===== config.mk =====
export PLATFORM = sky130hd
export DESIGN_NAME = fvang_prep
export DESIGN_NICKNAME = d
export VERILOG_FILES = /design/src/hdl/fvang_pkg.sv /design/src/hdl/fvang_prep.sv
export SDC_FILE = /design/constraint.sdc
export NUM_CORES = 1
export LEC_CHECK = 0
export BUFFER_PORTS_ARGS = -buffer_cell sky130_fd_sc_hd__buf_2
export CORE_UTILIZATION = 39
export CTS_BUF_LIST = sky130_fd_sc_hd__clkbuf_4
export DETAILED_ROUTE_END_ITERATION = 8
export PLACE_DENSITY = 0.79
export SYNTH_ARGS = -nofsm -noshare
export SYNTH_HDL_FRONTEND = slang
export SYNTH_SLANG_ARGS = --single-unit

===== constraint.sdc =====
create_clock -name clk -period 1.87 [get_ports clk]
set_clock_uncertainty 0.05 [all_clocks]
set_input_delay 0.187 -clock clk [delete_from_list [all_inputs] [get_ports clk]]
set_output_delay 0.187 -clock clk [all_outputs]
set_load 0.01 [all_outputs]

===== src/hdl/fvang_pkg.sv =====
`timescale 1ns / 1ps

package fvang_pkg;

    // Field widths
    localparam int COORD_WIDTH = 16;
    localparam int ANGLE_WIDTH = 16;
    localparam int ITERATIONS  = 16;

    // Internal formats
    localparam int TURN_W    = 32;                      // angle accumulator, 2^32 per turn
    localparam int CALC_W    = 64;                      // x/y datapath width
    localparam int PRE_SHIFT = 60 - COORD_WIDTH;        // magnitude alignment
    localparam int TAB_LEN   = 32;
    localparam int N_ITER    = (ITERATIONS > TAB_LEN) ? TAB_LEN : ITERATIONS;
    localparam int IDX_W     = (N_ITER > 1) ? $clog2(N_ITER) : 1;

    // Stream widths, padded to whole bytes
    localparam int IN_DATA_W  = ((2 * COORD_WIDTH + 7) / 8) * 8;
    localparam int OUT_DATA_W = ((ANGLE_WIDTH + 7) / 8) * 8;

    // Fixed angles on the accumulator scale
    localparam logic [TURN_W-1:0] HALF_TURN    = TURN_W'(64'd1 << (TURN_W - 1));
    localparam logic [TURN_W-1:0] QUARTER_TURN = TURN_W'(64'd1 << (TURN_W - 2));

    // Rounding of the accumulator down to the output width
    localparam int RND_SHIFT = TURN_W - ANGLE_WIDTH;
    localparam logic [TURN_W:0] ROUND_ADD =
        (RND_SHIFT == 0) ? '0 : ((TURN_W + 1)'(1) << (RND_SHIFT - 1));

    // atan(2^-i) in units of 2^32 per turn
    localparam logic [TURN_W-1:0] ATAN_TAB [TAB_LEN] = '{
        32'h20000000, 32'h12E4051E, 32'h09FB385B, 32'h051111D4,
        32'h028B0D43, 32'h0145D7E1, 32'h00A2F61E, 32'h00517C55,
        32'h0028BE53, 32'h00145F2F, 32'h000A2F98, 32'h000517CC,
        32'h00028BE6, 32'h000145F3, 32'h0000A2FA, 32'h0000517D,
        32'h000028BE, 32'h0000145F, 32'h00000A30, 32'h00000518,
        32'h0000028C, 32'h00000146, 32'h000000A3, 32'h00000051,
        32'h00000029, 32'h00000014, 32'h0000000A, 32'h00000005,
        32'h00000003, 32'h00000001, 32'h00000001, 32'h00000000
    };

    // Data handed from cell to cell
    typedef struct packed {
        logic signed [CALC_W-1:0] x;
        logic signed [CALC_W-1:0] y;
        logic [TURN_W-1:0]        z;      // rotation sum, or final angle when fixed
        logic                     x_neg;
        logic                     y_neg;
        logic                     fixed;  // axis or zero case, z already final
        logic                     zero;
    } cordic_t;

endpackage


===== src/hdl/fvang_prep.sv =====
`timescale 1ns / 1ps

module fvang_prep
    import fvang_pkg::*;
(
    input  logic                          clk,
    input  logic                          rst_n,
    input  logic                          in_valid,
    output logic                          in_ready,
    input  logic signed [COORD_WIDTH-1:0] x_dist,
    input  logic signed [COORD_WIDTH-1:0] y_dist,
    output logic                          out_valid,
    input  logic                          out_ready,
    output cordic_t                       out_data
);

    logic        valid_reg;
    cordic_t     data_reg;
    cordic_t     data_next;
    logic signed [CALC_W-1:0] x_ext;
    logic signed [CALC_W-1:0] y_ext;
    logic        x_zero;
    logic        y_zero;

    assign in_ready  = !valid_reg || out_ready;
    assign out_valid = valid_reg;
    assign out_data  = data_reg;

    // Fold into the first quadrant and classify axis cases
    always_comb
    begin
        x_ext  = CALC_W'(x_dist);
        y_ext  = CALC_W'(y_dist);
        x_zero = (x_dist == '0);
        y_zero = (y_dist == '0);

        data_next.x_neg = x_dist[COORD_WIDTH-1];
        data_next.y_neg = y_dist[COORD_WIDTH-1];
        data_next.zero  = x_zero && y_zero;
        data_next.fixed = x_zero || y_zero;
        data_next.x     = (x_dist[COORD_WIDTH-1] ? -x_ext : x_ext) <<< PRE_SHIFT;
        data_next.y     = (y_dist[COORD_WIDTH-1] ? -y_ext : y_ext) <<< PRE_SHIFT;

        if (x_zero && y_zero)
        begin
            data_next.z = '0;
        end
        else if (y_zero)
        begin
            data_next.z = x_dist[COORD_WIDTH-1] ? HALF_TURN : '0;
        end
        else if (x_zero)
        begin
            data_next.z = y_dist[COORD_WIDTH-1] ? (HALF_TURN + QUARTER_TURN) : QUARTER_TURN;
        end
        else
        begin
            data_next.z = '0;
        end
    end

    // Valid flag
    always_ff @(posedge clk or negedge rst_n)
    begin
        if (!rst_n)
        begin
            valid_reg <= 1'b0;
        end
        else if (in_ready)
        begin
            valid_reg <= in_valid;
        end
    end

    // Payload
    always_ff @(posedge clk)
    begin
        if (in_valid && in_ready)
        begin
            data_reg <= data_next;
        end
    end

endmodule


---- Word-level counts from Yosys, hierarchy flattened ----
Index checks and enable logic that the tools add are counted.
word-level totals
  flip-flop bits (word level) ............. 77
  input port bits ......................... 36
  output and inout port bits .............. 166
  word-level logic and storage cells ...... 25
operators by class
  add/subtract/negate cells ............... 2
  mux-type cells .......................... 6
  reduce and logical (&&, ||, !) cells .... 7
operators by type and width
  operator             number
  $mux W32             4
  $neg A16 Y20         2
  $logic_not A16 Y1    2
  $mux W15             2
  $logic_and A1 B1 Y1  2
  $logic_or A1 B1 Y1   2
  $logic_not A1 Y1     1

---- Depth between registers and ports, before layout ----
  word-level depth ........................ 3
  gate-level depth with buffers ........... 6
  depth with buffers taken out ............ 6

---- Least setup slack after synthesis ----
OpenSTA, ideal clock, no wires.
  path type ............................... register to register
  start ................................... reg valid_reg (netlist: out_valid)
  end ..................................... reg data_reg (netlist bit out_data[0]), enable pin
  setup time .............................. 0.408 ns
  data arrival time ....................... 1.703 ns
  required time ........................... 1.412 ns
  slack ................................... -0.291 ns
  cell stages (with the launch flop) ...... 3
  path buffers ............................ 0
  clock period less this slack ............ 2.161 ns
  cells stage by stage .................... dfrtp_1 -> nand2b_1 -> and2_1
between the ends
  word-level cells in the longest chain between the ends .. 3
RTL lines
  element                   line              source
  start: declaration        fvang_prep.sv:17  logic valid_reg;
  start signal: assignment  fvang_prep.sv:71  valid_reg <= in_valid;
  $logic_not A1 Y1          fvang_prep.sv:25  assign in_ready = !valid_reg || out_ready;
  $logic_or A1 B1 Y1        fvang_prep.sv:25
  net in_ready              fvang_prep.sv:9   output logic in_ready,
  $logic_and A1 B1 Y1       fvang_prep.sv:78  if (in_valid && in_ready)
  end signal: assignment    fvang_prep.sv:80  data_reg <= data_next;
  end: declaration          fvang_prep.sv:18  cordic_t data_reg;
The timed path passes the listed nets, and every way through them passes these cells.
A chain may end at the register's enable or synchronous reset.

==> PnR_summary.wiki <==
{| class="wikitable"
! Metric !! Value
|-
| Gr usage total || 10.66%
|-
| Most common cell in the netlist || buf_4
|-
| Number of global-route vias before repair || 1454
|-
| Setup repair bufs after CTS || 0
|-
| Share of the synthesized area in the top cell type || 46.62%
|-
| Number of cells on the worst hold path || 3
|-
| Multi-input gate area || 1111 sq um
|-
| Setup repair after global routing missed its margin || false
|-
| Post-synthesis async set-or-reset flop share || 2.128%
|-
| Multiplexer share of the synthesized area || 0%
|-
| Total wirelength of the detailed-routed design || 4666 microns
|-
| Largest net degree at the start of global routing || 38
|-
| Total die area || 7950 sq um
|-
| Share of synthesized area occupied by flip-flops and latches || 47.47%
|-
| Distinct cell type count after synthesis || 29
|-
| Power Total || 2431 uW
|-
| I/O pin total || 202
|-
| Number of buffers added on ports || 83
|-
| RePlAce Congestion || 0.8710
|-
| TritonCTS clock tree || yes
|-
| Count of routing violations after the opening detailed-route iteration || 93
|-
| Number of flip-flops and latches in the synthesized netlist || 47
|-
| Clock period minus final worst setup slack || 1685 ps
|-
| Number of detailed-route iterations in the first pass || 4
|-
| Pleak || 0.001547 uW
|-
| Fraction of final layout cells sized beyond drive strength 1 || 29.58%
|-
| Number of maximum-capacitance violations || 0
|-
| Most used flip-flop cell after synthesis || edfxtp_1
|-
| Height of the chip || 89.16 microns
|-
| Top cell type by total area after synthesis || edfxtp_1
|-
| FF-to-FF path depth || 3
|-
| Area taken by flip-flops and latches || 1406 sq um
|-
| Worst slack on hold paths || 68.38 ps
|-
| Data arrival time of the critical path || 1760 ps
|-
| Critical path launch point type || input pin
|-
| DP HPWL || 3740 microns
|-
| R2r startpoint || out_valid$_DFFE_PN0N_
|-
| Finish-stage setup viols || 0
|-
| Number of buffers added by the clock tree synthesis step || 5
|-
| Critical R2R Capture || out_data[92]$_DFFE_PP_
|-
| Worst Hold Path EP || out_valid$_DFFE_PN0N_
|-
| Number of enable-type register cells in the synthesized netlist || 46
|-
| ANT cells || 0
|-
| Number of antenna violations at the first check in global routing || 0
|-
| YS warnings || 0
|-
| Worst vdd rail ir drop || 253.1 uV
|-
| Wirelength per Cell || 9.701 microns
|-
| Total grt overflow || 0
|-
| Total vias in the final route || 1848
|-
| # DRC || 0
|-
| Area Growth Syn to Fin || 13.09%
|-
| Nets || 419
|-
| Final Hold Vio Count || 0
|-
| Ranking of synthesized cells by instance count || 118 x buf_4, 46 x edfxtp_1, 25 x xnor2_1
|-
| Post-DR vias/cell || 3.842
|-
| Synthesized instance count || 267
|-
| Element type at the critical path end || flip-flop
|-
| Main combinational cell family by area after synthesis || buffers and inverters
|-
| Slowest cell on the critical path || or4b_1
|-
| Count of placed standard cells including taps || 470
|-
| Simple logic cell fraction of the synthesized area || 8.108%
|-
| Maximum net fanout on the critical path || 3
|-
| Top post-synthesis cells by area || edfxtp_1 47%, buf_4 30%, xnor2_1 7.4%
|-
| Starting density of the core || 40.63%
|-
| Post-Synth Adder-Cell Area || 0.8446%
|-
| Core area || 7292 sq um
|-
| Register-to-register setup slack || 430 ps
|-
| Run status || complete, no violations
|-
| Peak per-stage delay on the critical path || 490 ps
|-
| Count of final max-slew check failures || 0
|-
| Cell chain of the critical path || buf_2 > inv_1 > ha_1 > or4b_1 > or3_1 > o31ai_1 > xnor2_1
|-
| Clock latency on the worst-skew pair || 350 ps
|-
| Clock transition at path regs || 130 ps
|-
| Top achievable clock speed || 0.5936 GHz
|-
| Final period util || 90.08%
|-
| HP Start || out_ready
|-
| Maximum count of clock buffers along a single path || 2
|-
| FP Rows || 31
|-
| Sink Count || 47
|-
| Power Density || 725.5 nW/um^2
|-
| Post-route antenna net violation count || 0
|-
| Die outline width || 89.16 microns
|-
| Crit Path Class || input pin to flip-flop
|-
| Clock root buffer || clkbuf_4
|-
| Area fraction in compound gates after synthesis || 4.856%
|-
| Hold/Removal Path Class || input pin to flip-flop
|-
| Post-synthesis xor/xnor area fraction || 7.686%
|-
| Crit path required time || 1940 ps
|-
| Total number of H-tree levels || 2
|-
| Fill cell instance count of the final layout || 702
|-
| Global-route wire length before repair || 6382 microns
|-
| Post-Syn Area per Cell || 11.10 sq um
|-
| Post-route non-filler standard cell count || 481
|-
| Netlist area before placement || 2963 sq um
|}
==> critical path, delay by kind of cell <==
family | cells | cell delay [ps]
AND/OR/NAND/NOR | 2 | 870
AO/OA/AOI/OAI | 1 | 260
XOR/XNOR | 1 | 100
adder cells (fa/ha/maj) | 1 | 190
buffers and inverters | 2 | 160
==> worst max-delay path by stage <==
stage	startpoint	endpoint	slack [ps]
5_1_grt	x_dist[1]	out_data[156]$_DFFE_PP_	70
3_3_place_gp	y_dist[9]	out_data[0]$_DFFE_PP_	-130
4_1_cts	x_dist[1]	out_data[156]$_DFFE_PP_	210
3_5_place_dp	x_dist[1]	out_data[156]$_DFFE_PP_	-190
6_report	x_dist[1]	out_data[156]$_DFFE_PP_	190
2_1_floorplan	y_dist[9]	out_data[0]$_DFFE_PP_	-2
==> sequential cells by signal (all words and copies together), names as in the netlist <==
name and cells:
out_data 46, out_valid 1
==> stage by stage <==
| stage | setup TNS [ps] | area [sq um] | util (%) | setup WS [ps] |
|---|---|---|---|---|
| finish | 0 | 3351 | 45.95 | 185.5 |
| floorplan | -1.641 | 3433 | - | -1.641 |
| CTS | 0 | 3341 | 45.81 | 206.1 |
| detailed placement | -813.5 | 3216 | 44.10 | -193.5 |
| global placement | -486.8 | 3216 | 44.10 | -129.3 |
| global route | 0 | 3351 | 45.95 | 70.57 |
==> routing by layer <==
| layer | wire length (microns) | part of all wire (%) | GRT usage (%) |
|---|---|---|---|
| met4 | 159 | 3.4 | 6.205 |
| met2 | 2426 | 52 | 19.57 |
| met3 | 426 | 9.1 | 2.585 |
| met1 | 1654 | 35 | 11.02 |
| met5 | 0 | 0 | 0 |
==> layout make-up <==
| class | instances | share of cell area, % |
|---|---|---|
| clock inverters | 2 | 1.792 |
| well taps | 99 | 3.697 |
| flip-flops and latches | 47 | 41.97 |
| inverters | 5 | 0.5601 |
| clock buffers | 6 | 1.344 |
| multi-input cells | 219 | 33.16 |
| repair buffers | 103 | 17.48 |
==> cells by family (layout without fill, tap and decap cells) <==
kind of cell    Yosys count  in the layout
simple gates             43             43
buf+inv                 126            116
fa+ha+maj                 2              2
flops                    47             47
xor+xnor                 26             26
other cells               1            126
compound gates           22             22
==> what timing repair did <==
item,CTS,global route
resized for setup,0,0
hold buffers,2,1
hold endpoints to repair,2,1
==> cell usage in the layout, fill, tap and decap left out, types with 2 or more instances in the layout <==
cell / count
nand3_1: 3
buf_4: 16
nand2_1: 12
o21ai_0: 9
edfxtp_1: 46
conb_1: 126
o41ai_1: 4
xnor2_1: 25
inv_1: 5
o31ai_1: 6
or4_1: 2
nor2_1: 7
clkbuf_4: 6
dlygate4sd3_1: 3
bufinv_16: 2
nor3_1: 3
nor4_1: 3
ha_1: 2
nand2b_1: 4
or4_4: 3
buf_2: 83
==> report_power, final <==
group	switching (uW)	internal, uW	leakage [uW]	total (uW)
combinational	286	152	0.00104	438
clock	305	432	0.0000559	736
sequential	14.5	1240	0.000452	1260
total	605	1830	0.00155	2430
Note: power is estimated with default switching activity, not from simulation.
