**src/hdl/fvang_pkg.sv**
```systemverilog
`timescale 1ns / 1ps

package fvang_pkg;

    // Field widths
    localparam int COORD_WIDTH = 16;
    localparam int ANGLE_WIDTH = 16;
    localparam int ITERATIONS  = 16;

    // Internal formats
    localparam int TURN_W    = 32;                      // angle accumulator, 2^32 per turn
    localparam int CALC_W    = 64;                      // x/y datapath width
    localparam int PRE_SHIFT = 60 - COORD_WIDTH;        // magnitude alignment
    localparam int TAB_LEN   = 32;
    localparam int N_ITER    = (ITERATIONS > TAB_LEN) ? TAB_LEN : ITERATIONS;
    localparam int IDX_W     = (N_ITER > 1) ? $clog2(N_ITER) : 1;

    // Stream widths, padded to whole bytes
    localparam int IN_DATA_W  = ((2 * COORD_WIDTH + 7) / 8) * 8;
    localparam int OUT_DATA_W = ((ANGLE_WIDTH + 7) / 8) * 8;

    // Fixed angles on the accumulator scale
    localparam logic [TURN_W-1:0] HALF_TURN    = TURN_W'(64'd1 << (TURN_W - 1));
    localparam logic [TURN_W-1:0] QUARTER_TURN = TURN_W'(64'd1 << (TURN_W - 2));

    // Rounding of the accumulator down to the output width
    localparam int RND_SHIFT = TURN_W - ANGLE_WIDTH;
    localparam logic [TURN_W:0] ROUND_ADD =
        (RND_SHIFT == 0) ? '0 : ((TURN_W + 1)'(1) << (RND_SHIFT - 1));

    // atan(2^-i) in units of 2^32 per turn
    localparam logic [TURN_W-1:0] ATAN_TAB [TAB_LEN] = '{
        32'h20000000, 32'h12E4051E, 32'h09FB385B, 32'h051111D4,
        32'h028B0D43, 32'h0145D7E1, 32'h00A2F61E, 32'h00517C55,
        32'h0028BE53, 32'h00145F2F, 32'h000A2F98, 32'h000517CC,
        32'h00028BE6, 32'h000145F3, 32'h0000A2FA, 32'h0000517D,
        32'h000028BE, 32'h0000145F, 32'h00000A30, 32'h00000518,
        32'h0000028C, 32'h00000146, 32'h000000A3, 32'h00000051,
        32'h00000029, 32'h00000014, 32'h0000000A, 32'h00000005,
        32'h00000003, 32'h00000001, 32'h00000001, 32'h00000000
    };

    // Data handed from cell to cell
    typedef struct packed {
        logic signed [CALC_W-1:0] x;
        logic signed [CALC_W-1:0] y;
        logic [TURN_W-1:0]        z;      // rotation sum, or final angle when fixed
        logic                     x_neg;
        logic                     y_neg;
        logic                     fixed;  // axis or zero case, z already final
        logic                     zero;
    } cordic_t;

endpackage

```
**src/hdl/fvang_cell.sv**
```systemverilog
`timescale 1ns / 1ps

module fvang_cell
    import fvang_pkg::*;
(
    input  logic             clk,
    input  logic             rst_n,
    input  logic [IDX_W-1:0] stage_idx,
    input  logic             in_valid,
    output logic             in_ready,
    input  cordic_t          in_data,
    output logic             out_valid,
    input  logic             out_ready,
    output cordic_t          out_data
);

    logic        valid_reg;
    cordic_t     data_reg;
    cordic_t     data_next;
    logic signed [CALC_W-1:0] dx;
    logic signed [CALC_W-1:0] dy;
    logic [TURN_W-1:0]        step_ang;

    assign in_ready  = !valid_reg || out_ready;
    assign out_valid = valid_reg;
    assign out_data  = data_reg;

    // One vectoring micro-rotation; axis cases pass through untouched
    always_comb
    begin
        dx       = in_data.y >>> stage_idx;
        dy       = in_data.x >>> stage_idx;
        step_ang = ATAN_TAB[stage_idx];
        data_next = in_data;
        if (!in_data.fixed)
        begin
            if (!in_data.y[CALC_W-1])
            begin
                data_next.x = in_data.x + dx;
                data_next.y = in_data.y - dy;
                data_next.z = in_data.z + step_ang;
            end
            else
            begin
                data_next.x = in_data.x - dx;
                data_next.y = in_data.y + dy;
                data_next.z = in_data.z - step_ang;
            end
        end
    end

    // Valid flag
    always_ff @(posedge clk or negedge rst_n)
    begin
        if (!rst_n)
        begin
            valid_reg <= 1'b0;
        end
        else if (in_ready)
        begin
            valid_reg <= in_valid;
        end
    end

    // Payload
    always_ff @(posedge clk)
    begin
        if (in_valid && in_ready)
        begin
            data_reg <= data_next;
        end
    end

endmodule

```
**config.mk**
```make
export PLATFORM = sky130hd
export DESIGN_NAME = fvang_cell
export DESIGN_NICKNAME = d
export VERILOG_FILES = /design/src/hdl/fvang_pkg.sv /design/src/hdl/fvang_cell.sv
export SDC_FILE = /design/constraint.sdc
export NUM_CORES = 1
export LEC_CHECK = 0
export ABC_AREA = 1
export BUFFER_PORTS_ARGS = -buffer_cell sky130_fd_sc_hd__buf_2
export CAP_MARGIN = 10
export CORE_UTILIZATION = 45
export CTS_CLUSTER_SIZE = 25
export DETAILED_ROUTE_END_ITERATION = 8
export PLACE_DENSITY_LB_ADDON = 0.12
export SYNTH_ARGS = -nofsm -noshare
export SYNTH_HDL_FRONTEND = slang
export SYNTH_SLANG_ARGS = --single-unit
```
**constraint.sdc**
```tcl
create_clock -name clk -period 11.5 [get_ports clk]
set_input_delay 1.725 -clock clk [delete_from_list [all_inputs] [get_ports clk]]
set_output_delay 1.725 -clock clk [all_outputs]
set_load 0.02 [all_outputs]
```
==> Yosys cells after proc, flatten, opt, wreduce, memory -nomap -nowiden <==
Memory sizes are Yosys's and may differ from the RTL's.
Cells that the tools add are included.
{ "word_totals": {"rom_bits": 1024, "word_cells": 26, "out_inout_bits": 166, "ff_bits": 165, "in_bits": 172, "n_memories": 1} }
{ "classes": {"n_bitwise": 1, "n_reduce_logical": 3, "order_cmp": 1, "shifts": 2, "n_mux": 4, "addsub": 6} }
{ "mem_list": {"columns": ["name", "words", "word_bits", "rd", "rd_ports_with_merged_regs", "write_ports", "line_no", "text"], "rows": [
  ["(name not given)", 32, 32, 1, 0, 0, "fvang_cell.sv:33", "step_ang = ATAN_TAB[stage_idx];"]
]} }
{ "ops": {"columns": ["operator", "count"], "rows": [
  ["$mux W160", 2],
  ["$add A64 B64 Y64", 2],
  ["$sshr A64 B4 Y64", 2],
  ["$sub A64 B64 Y64", 2],
  ["$mux W32", 2],
  ["$add A32 B32 Y32", 1],
  ["$sub A32 B32 Y32", 1],
  ["$ge A5 B6 Y1 const B", 1],
  ["$not A4 Y5", 1],
  ["$logic_and A1 B1 Y1", 1],
  ["$logic_not A1 Y1", 1],
  ["$logic_or A1 B1 Y1", 1]
]} }

==> Longest topological paths before layout <==
Gate-level depths: netlist (run 1).
{ "depth": {"depth_word": 7, "ltp_mapped": 37, "depth_no_buf": 35} }

==> Worst setup path after synthesis (run 1) <==
OpenSTA, ideal clock, no wires.
{ "synth_timing": {"kind": "in2reg", "startpoint": "in in_valid", "endpoint": "reg data_reg (netlist bit out_data[0]) (enable)", "t_required_ns": 10.758, "arrival_ns": 9.649, "path_stages": 2, "setup_ns": 0.742, "path_buffers": 0, "setup_slack_ns": 1.108, "path_cell_list": "inv_1 a21oi_1"} }
{ "synth_between": {"elab_chain_len": 1} }
{ "synth_lines": {"columns": ["element", "line_no", "text"], "rows": [
  ["start, declared", "fvang_cell.sv:9", "input logic in_valid,"],
  ["$logic_and A1 B1 Y1", "fvang_cell.sv:68", "if (in_valid && in_ready)"],
  ["end signal, assigned", "fvang_cell.sv:70", "data_reg <= data_next;"],
  ["end, declared", "fvang_cell.sv:18", "cordic_t data_reg;"]
]} }
Every way passes these cells.
A chain may end at the register's enable or synchronous reset.

==> results of run 1 <==
-- cells in the final DEF (no fill, tap or decap), types with 4 or more instances in the layout --
cell                        instances
sky130_fd_sc_hd__clkinv_2           4
sky130_fd_sc_hd__clkinv_8           4
sky130_fd_sc_hd__nor2_1           572
sky130_fd_sc_hd__a21o_1            16
sky130_fd_sc_hd__nand3_1          636
sky130_fd_sc_hd__nor2_2            31
sky130_fd_sc_hd__nand2_1         1745
sky130_fd_sc_hd__o21a_1             8
sky130_fd_sc_hd__clkbuf_16         17
sky130_fd_sc_hd__o211ai_1          42
sky130_fd_sc_hd__edfxtp_1         164
sky130_fd_sc_hd__nor4_1            11
sky130_fd_sc_hd__o22ai_1            5
sky130_fd_sc_hd__inv_1            451
sky130_fd_sc_hd__o21ai_2            6
sky130_fd_sc_hd__o21ai_1           29
sky130_fd_sc_hd__xor2_1            88
sky130_fd_sc_hd__xnor2_1           54
sky130_fd_sc_hd__and2_1             5
sky130_fd_sc_hd__o31ai_1            7
sky130_fd_sc_hd__a221oi_1           5
sky130_fd_sc_hd__o21bai_1          19
sky130_fd_sc_hd__o21ai_0          254
sky130_fd_sc_hd__and3_1             8
sky130_fd_sc_hd__nor3_1            32
sky130_fd_sc_hd__a31oi_1           45
sky130_fd_sc_hd__a21oi_1          264
sky130_fd_sc_hd__a21boi_0          10
sky130_fd_sc_hd__or2_2             88
sky130_fd_sc_hd__buf_4             22
sky130_fd_sc_hd__nand2_2            9
sky130_fd_sc_hd__inv_2             10
sky130_fd_sc_hd__nand4_1           42
sky130_fd_sc_hd__buf_2            332
sky130_fd_sc_hd__ha_1             179
sky130_fd_sc_hd__nand3b_1          16
sky130_fd_sc_hd__inv_6              5
-- logic make-up (layout without fill, tap and decap cells) --
logic type / after synthesis / after routing / share of synthesized area (%)
flip-flops: 165 / 165 / 17.26
XOR/XNOR: 142 / 142 / 4.336
AND/OR/NAND/NOR: 3203 / 3203 / 46.90
buffers and inverters: 637 / 854 / 9.282
other: 0 / 3 / 0
adder cells (fa/ha/maj): 182 / 182 / 8.017
AO/OA/AOI/OAI: 727 / 727 / 14.21
-- registers in the layout, indices dropped and copies added (netlist names) --
register   count
out_data     164
out_valid      1
-- worst paths after layout --
| check | start | to | depth (start not counted) |
|---|---|---|---|
| setup / recovery | stage_idx[2] | out_data[137] | 25 |
| hold / removal | out_valid | out_valid | 2 |
| setup reg to reg | out_valid | out_data[90] | 3 |
| hold reg to reg | out_valid | out_valid | 2 |
| max in group asynchronous | rst_n | out_valid | 1 |
| min in group asynchronous | rst_n | out_valid | 1 |
-- stage by stage --
stage | total power (W) | util (%) | hold slack, ns | setup WS, ns
6_report | 0.003514 | 49.60 | 0.5822 | 2.729
5_1_grt | 0.003769 | 49.58 | 0.6352 | 2.437
4_1_cts | 0.003490 | 49.58 | 0.5894 | 3.084
3_5_place_dp | 0.002866 | 48.65 | 0.5684 | 2.560
3_3_place_gp | 0.002868 | 48.65 | 0.5575 | 2.525
2_1_floorplan | 0.002264 | - | 0.7682 | 1.108
-- where the power goes --
group	internal [W]	switching, W
Clock	0.000290	0.000322
Sequential	0.000755	0.0000154
Combinational	0.000661	0.00147
Total	0.00171	0.00181
-- final cells by class --
class,instances,area share (%)
inverter,468,5.659
clock inverter,15,0.5239
timing repair buffer,354,5.839
antenna,3,0.02400
multi-input combinational,4254,67.39
sequential,165,15.82
clock buffer,17,1.360
tap,846,3.383
-- per-layer routing --
metal	global-route usage, %	routed length, um	up-vias
li1	-	-	17110
met1	47.78	52710	15410
met2	58.90	54160	1383
met3	5.236	8728	205
met4	15.78	5339	4
met5	0	19	-
-- critical path: stages --
cell and delay [ns]:
sky130_fd_sc_hd__buf_4 0.53, sky130_fd_sc_hd__clkinv_2 0.91, sky130_fd_sc_hd__buf_4 0.62, sky130_fd_sc_hd__nand3_1 0.17, sky130_fd_sc_hd__nand2_1 0.09, sky130_fd_sc_hd__o21ai_2 0.26
sky130_fd_sc_hd__ha_1 0.40, sky130_fd_sc_hd__nand2_1 0.11, sky130_fd_sc_hd__nor2_2 0.28, sky130_fd_sc_hd__nand3_1 0.16, sky130_fd_sc_hd__nor2_1 0.26, sky130_fd_sc_hd__nand2_1 0.11
sky130_fd_sc_hd__nand2_1 0.19, sky130_fd_sc_hd__xor2_1 0.34, sky130_fd_sc_hd__ha_1 0.26, sky130_fd_sc_hd__nand2_1 0.11, sky130_fd_sc_hd__nor2_1 0.26, sky130_fd_sc_hd__nand2_1 0.07
sky130_fd_sc_hd__o21ai_0 0.64, sky130_fd_sc_hd__a21boi_0 0.29, sky130_fd_sc_hd__o21ai_0 0.57, sky130_fd_sc_hd__a21oi_1 0.22, sky130_fd_sc_hd__xor2_1 0.21, sky130_fd_sc_hd__nand2_1 0.08
sky130_fd_sc_hd__nand2_1 0.05
==> summary.txt, run 1 <==
Worst hold path
  • Class of the most critical hold timing path: reg2reg

Clock tree
  • Post-cts sizing count: 0
  • Clock net sink count: 165
  • Clock latency on the worst-skew pair: approximately 0.5 ns
  • Clock buffer depth: 2
  • Total CTS buffers: 17
  • Number of hold-repair buffers added at the cts stage: 0
  • Root buffer selected by CTS: sky130_fd_sc_hd__clkbuf_16
  • Post-CTS clock slew at the launch and capture registers of the worst setup and hold paths: 0.08 ns
  • CTS tree: built
  • Buffers inserted during post-CTS setup optimization: 0
  • Maximum level of the CTS H-tree: 4

Yosys
  • Nets in the synthesized netlist: 5410
  • Most instantiated flip-flop cell in the synthesis netlist: sky130_fd_sc_hd__edfxtp_1
  • Largest area contributor in the synthesized netlist: sky130_fd_sc_hd__nand2_1
  • Commonest cells post-synth: 1745 x sky130_fd_sc_hd__nand2_1, 636 x sky130_fd_sc_hd__nand3_1, 572 x sky130_fd_sc_hd__nor2_1
  • Share of synthesized area occupied by flip-flops and latches: around 17%
  • Fraction of synthesis flops using an asynchronous set or reset pin: less than 1%
  • Yosys reg bits: roughly 170
  • Number of different library cells in the post-synthesis netlist: 55
  • Largest cells by area after synthesis: sky130_fd_sc_hd__nand2_1 23%, sky130_fd_sc_hd__edfxtp_1 17%, sky130_fd_sc_hd__nand3_1 11%
  • Area fraction of the dominant cell type after synthesis: 22.84%
  • YS warnings: 0
  • Area of the mapped netlist: 28680 um2
  • Synthesized area per cell: ~5.7 um2
  • Count of flip-flops with a built-in enable after synthesis: 164
  • Cell with the most instances after synthesis: sky130_fd_sc_hd__nand2_1
  • Number of standard cells after synthesis: 5056

STA
  • Setup repair after global routing missed its margin: no
  • Max Clk Rate: 0.1140 GHz
  • Number of setup violations in the final report: 0
  • Least-Margin Pin Slew: around 1.3 ns
  • Final Hold Fails: 0
  • Final slew viol count: 0
  • Tcrit/Tclk final: 76.27%
  • Setup total negative slack: 0 ns
  • Shortest period the worst path allows: approximately 8.8 ns
  • Clock skew after layout: 0.01250 ns
  • Max-slew headroom: between 10% and 20%

Floorplanning
  • Initial Util: 45.47%
  • Core Area: around 63000 um2
  • Die outline width: 254.5 um
  • Standard-cell row count: 92
  • Full die area: 64760 um2
  • Chip Height: between 200 and 300 um
  • I/O pin count: 338

Setup path
  • Sort of element at the start of the critical path: primary input
  • Maximum fanout encountered on the critical timing path: 65
  • Required time reported for the critical path endpoint: 11.76 ns
  • Type of the worst setup path: in2reg
  • Data arrival time at the worst-slack endpoint: ~9 ns
  • Setup slack of the most critical reg-to-reg path: 9.18 ns
  • Crit path capture type: flop

GRT
  • Initial antenna violation count: 2
  • Total track usage: 36.32%
  • Via count of the first global-routing pass: 30220
  • Maximum number of pins on one net before global-route repair: roughly 110
  • Grt total ovfl: 0
  • Wire length of the first global-routing pass: ~180000 um

Route
  • Number of design rule violations left after detail routing: 0
  • Routed vias/inst: 5.572
  • Antenna violation net count after detailed routing: 0
  • Drt wl/cell: 19.76 um
  • First-pass iteration count of the detailed router: 6
  • DR vias: 34110
  • Initial detailed-routing violation count: between 3000 and 4000
  • Final routed wirelength across all metal layers: 121000 um

Layout
  • Post-Layout Inst Area: 31290 um2
  • Total of fill cells in the finished design: 7129
  • NumNets Final: 5614
  • Area of the multi-input gates: 21080 um2
  • Fin cells: 6122
  • Layout cells sized above 1: 10.39%
  • Area added between synthesis and finish: 9.069%
  • Area occupied by registers: 4950 um2

Power
  • Leakage power total: 15.19 nW
  • Power per cell area: 112.3 nW/um2
  • VDD IR max: 0.1034 mV

Placement
  • PortBufs: 337
  • Detail Placement HPWL: 100600 um
  • Post-place instance area: about 31000 um2
  • Weighted congestion at the end of routability-driven global placement: 1.039
  • Number of cells after detailed placement: 6087

Run status
  • Run status: completed

Flow run
  • Max-cap check violation count: 0
No activity file was read; power rests on OpenSTA's default activity.
==> run 2, diff against run 1 <==
Clock period 11.5 ns to 8.4 ns, I/O delays scaled along.
==> run 2 against run 1 <==
Hold slack got worse by 0.071 ns. Sequential power rose by 36%. Flip-flop and latch count did not move. Register-to-register slack got worse by 3.1 ns. Cell count rose by 0.15%. Final area rose by 0.24%. Clock power rose by 35%. Utilization rose by 0.12 points. Count of clock-buffer cells in the layout rose by 1. Wire length rose by 1.1%. Combinational power rose by 38%.
==> summary.txt, run 2 (synthesis gave the netlist of run 1 again) <==
Route
  • Highest metal layer with signal wires: met5
  • Initial detailed-routing violation count: 3746 (+2.7%)
  • Final routed wirelength across all metal layers: 122300 um (+1.1%)
  • DR vias: 34390 (+0.81%)
  • Routed vias/inst: 5.609 (+0.66%)
  • Routed wl met3: 9171 um (+5.1%)
  • First-pass iteration count of the detailed router: 6 (unchanged)
  • Antenna violation net count after detailed routing: 0 (unchanged)
  • Met2 routed WL: 53300 um (-1.6%)
  • Number of design rule violations left after detail routing: 0 (unchanged)
  • Routed metal-1 wirelength: 53570 um (+1.6%)
  • Drt wl/cell: 19.95 um (+0.98%)

Layout
  • Fin cells: 6131 (+0.15%)
  • Area added between synthesis and finish: 9.331%
  • Layout cells sized above 1: 10.58% (+0.19 points)
  • Number of flip-flops under the largest register name: 164 (unchanged)
  • Commonest non-fill, non-tap cells in the layout: 1745 x sky130_fd_sc_hd__nand2_1, 636 x sky130_fd_sc_hd__nand3_1, 572 x sky130_fd_sc_hd__nor2_1
  • Most frequent standard cell in the layout excluding fill and tap cells: sky130_fd_sc_hd__nand2_1
  • NumNets Final: 5625 (+0.20%)

GRT
  • Maximum number of pins on one net before global-route repair: 101 (-9.8%)
  • Via count of the first global-routing pass: 30520 (+1.0%)
  • Grt total ovfl: 0 (unchanged)
  • Total track usage: 37.03% (+0.71 points)
  • Initial antenna violation count: 2 (unchanged)
  • Wire length of the first global-routing pass: 181700 um (+1.8%)

STA
  • Final Hold Fails: 0 (unchanged)
  • Clock skew after layout: 0.01021 ns (-0.002292 ns)
  • Final hold slack: 0.5116 ns (-0.07055 ns)
  • Number of setup violations in the final report: 0 (unchanged)
  • Max Clk Rate: 0.1389 GHz
  • Setup total negative slack: 0 ns (unchanged)
  • Least-Margin Pin Slew: 1.136 ns (-0.1453 ns)
  • Setup repair after global routing missed its margin: no
  • Final slew viol count: 0 (unchanged)
  • Max-slew headroom: 23.47% (+9.8 points)
  • Shortest period the worst path allows: 7.197 ns
  • Min setup slack post-route: 1.203 ns (-1.527 ns)
  • Tcrit/Tclk final: between 80 and 90%

Floorplanning
  • Initial Util: 45.47% (unchanged)
  • Chip Height: 254.5 um (unchanged)
  • Core Area: 63080 um2 (unchanged)
  • I/O pin count: 338 (unchanged)
  • Die outline width: 254.5 um (unchanged)
  • Full die area: 64760 um2 (unchanged)
  • Standard-cell row count: 92 (unchanged)

Clock tree
  • Total CTS buffers: 17 (unchanged)
  • Maximum level of the CTS H-tree: 4 (unchanged)
  • Post-cts sizing count: 0 (unchanged)
  • Buffers inserted during post-CTS setup optimization: 0 (unchanged)
  • Clock net sink count: 165 (unchanged)
  • Number of hold-repair buffers added at the cts stage: 0 (unchanged)
  • Post-CTS clock slew at the launch and capture registers of the worst setup and hold paths: 0.08 ns (about the same)
  • Clock buffer depth: 2 (unchanged)
  • Clock latency on the worst-skew pair: 0.50 ns (about the same)
  • CTS tree: built
  • Root buffer selected by CTS: sky130_fd_sc_hd__clkbuf_16

Setup path
  • Standard cell with the maximum stage delay on the critical path: sky130_fd_sc_hd__buf_4
  • Maximum fanout encountered on the critical timing path: 62 (-4.6%)
  • Data arrival time at the worst-slack endpoint: 7.46 ns (-1.57 ns)
  • Crit path capture type: flop
  • Type of the worst setup path: in2reg
  • Required time reported for the critical path endpoint: 8.66 ns (-3.10 ns)
  • Sort of element at the start of the critical path: primary input
  • Launch instance of the worst register-to-register path: out_valid
  • Launch point of the worst path: stage_idx[1]
  • Largest delay share family, worst path: compound AO/OA/AOI/OAI gates
  • Crit-path most repeated cell: sky130_fd_sc_hd__nand2_1
  • Peak per-stage delay on the critical path: 0.67 ns (-0.24 ns)
  • Critical path buffer and inverter count: 3 (unchanged)

Run status
  • Run status: completed

Placement
  • Detail Placement HPWL: 101900 um (+1.3%)
  • PortBufs: 337 (unchanged)
  • Weighted congestion at the end of routability-driven global placement: 1.043 (+0.35%)
  • Number of cells after detailed placement: 6098 (+0.18%)
  • Worst slack, placed: 1.075 ns (-1.485 ns)

Power
  • Leakage power total: 15.24 nW (+0.36%)
  • VDD IR max: 0.1773 mV (+71%)
  • Power per cell area: 153.9 nW/um2 (+37%)
  • Power after layout: 0.004825 W (+37%)

Flow run
  • Max-cap check violation count: 0 (unchanged)

Worst hold path
  • Class of the most critical hold timing path: in2async
==> run 2: power by group <==
group | internal (W) | switching [W]
clock network | 0.000400 | 0.000428
logic | 0.000909 | 0.00203
registers | 0.00103 | 0.0000209
==> run 2: through the flow <==
step	area, um2	utilization, %
final	31360	49.71
after global routing	31360	49.71
after CTS	31360	49.71
after detailed placement	30780	48.80
after global placement	30780	48.80
after floorplan	28690	-
==> run 2: layer usage <==
layer  vias up  GRT usage, %
li1      17110             -
met1     15540         49.86
met2      1496         58.03
met3       246         4.991
met4         2         17.99
met5         -             0
==> run 2: path summary, 6_finish.rpt <==
check / to / slack, ns / cells after the start
setup / recovery: out_data[163] / 1.20 / 26
hold / removal: out_valid / 0.51 / 1
setup reg to reg: out_data[144] / 6.06 / 3
hold reg to reg: out_valid / 0.58 / 2
max in group asynchronous: out_valid / 7.81 / 1
min in group clk: out_valid / 0.58 / 2
==> run 2: cell type report <==
class / instances / area, um2
clock buffers: 18 / 439.2
clock inverters: 14 / 135.1
repair buffers: 365 / 1922
well taps: 846 / 1059
inverters: 468 / 1770
fillers: 7088 / 31720
diodes: 1 / 2.502
multi-input cells: 4254 / 21080
flip-flops and latches: 165 / 4950
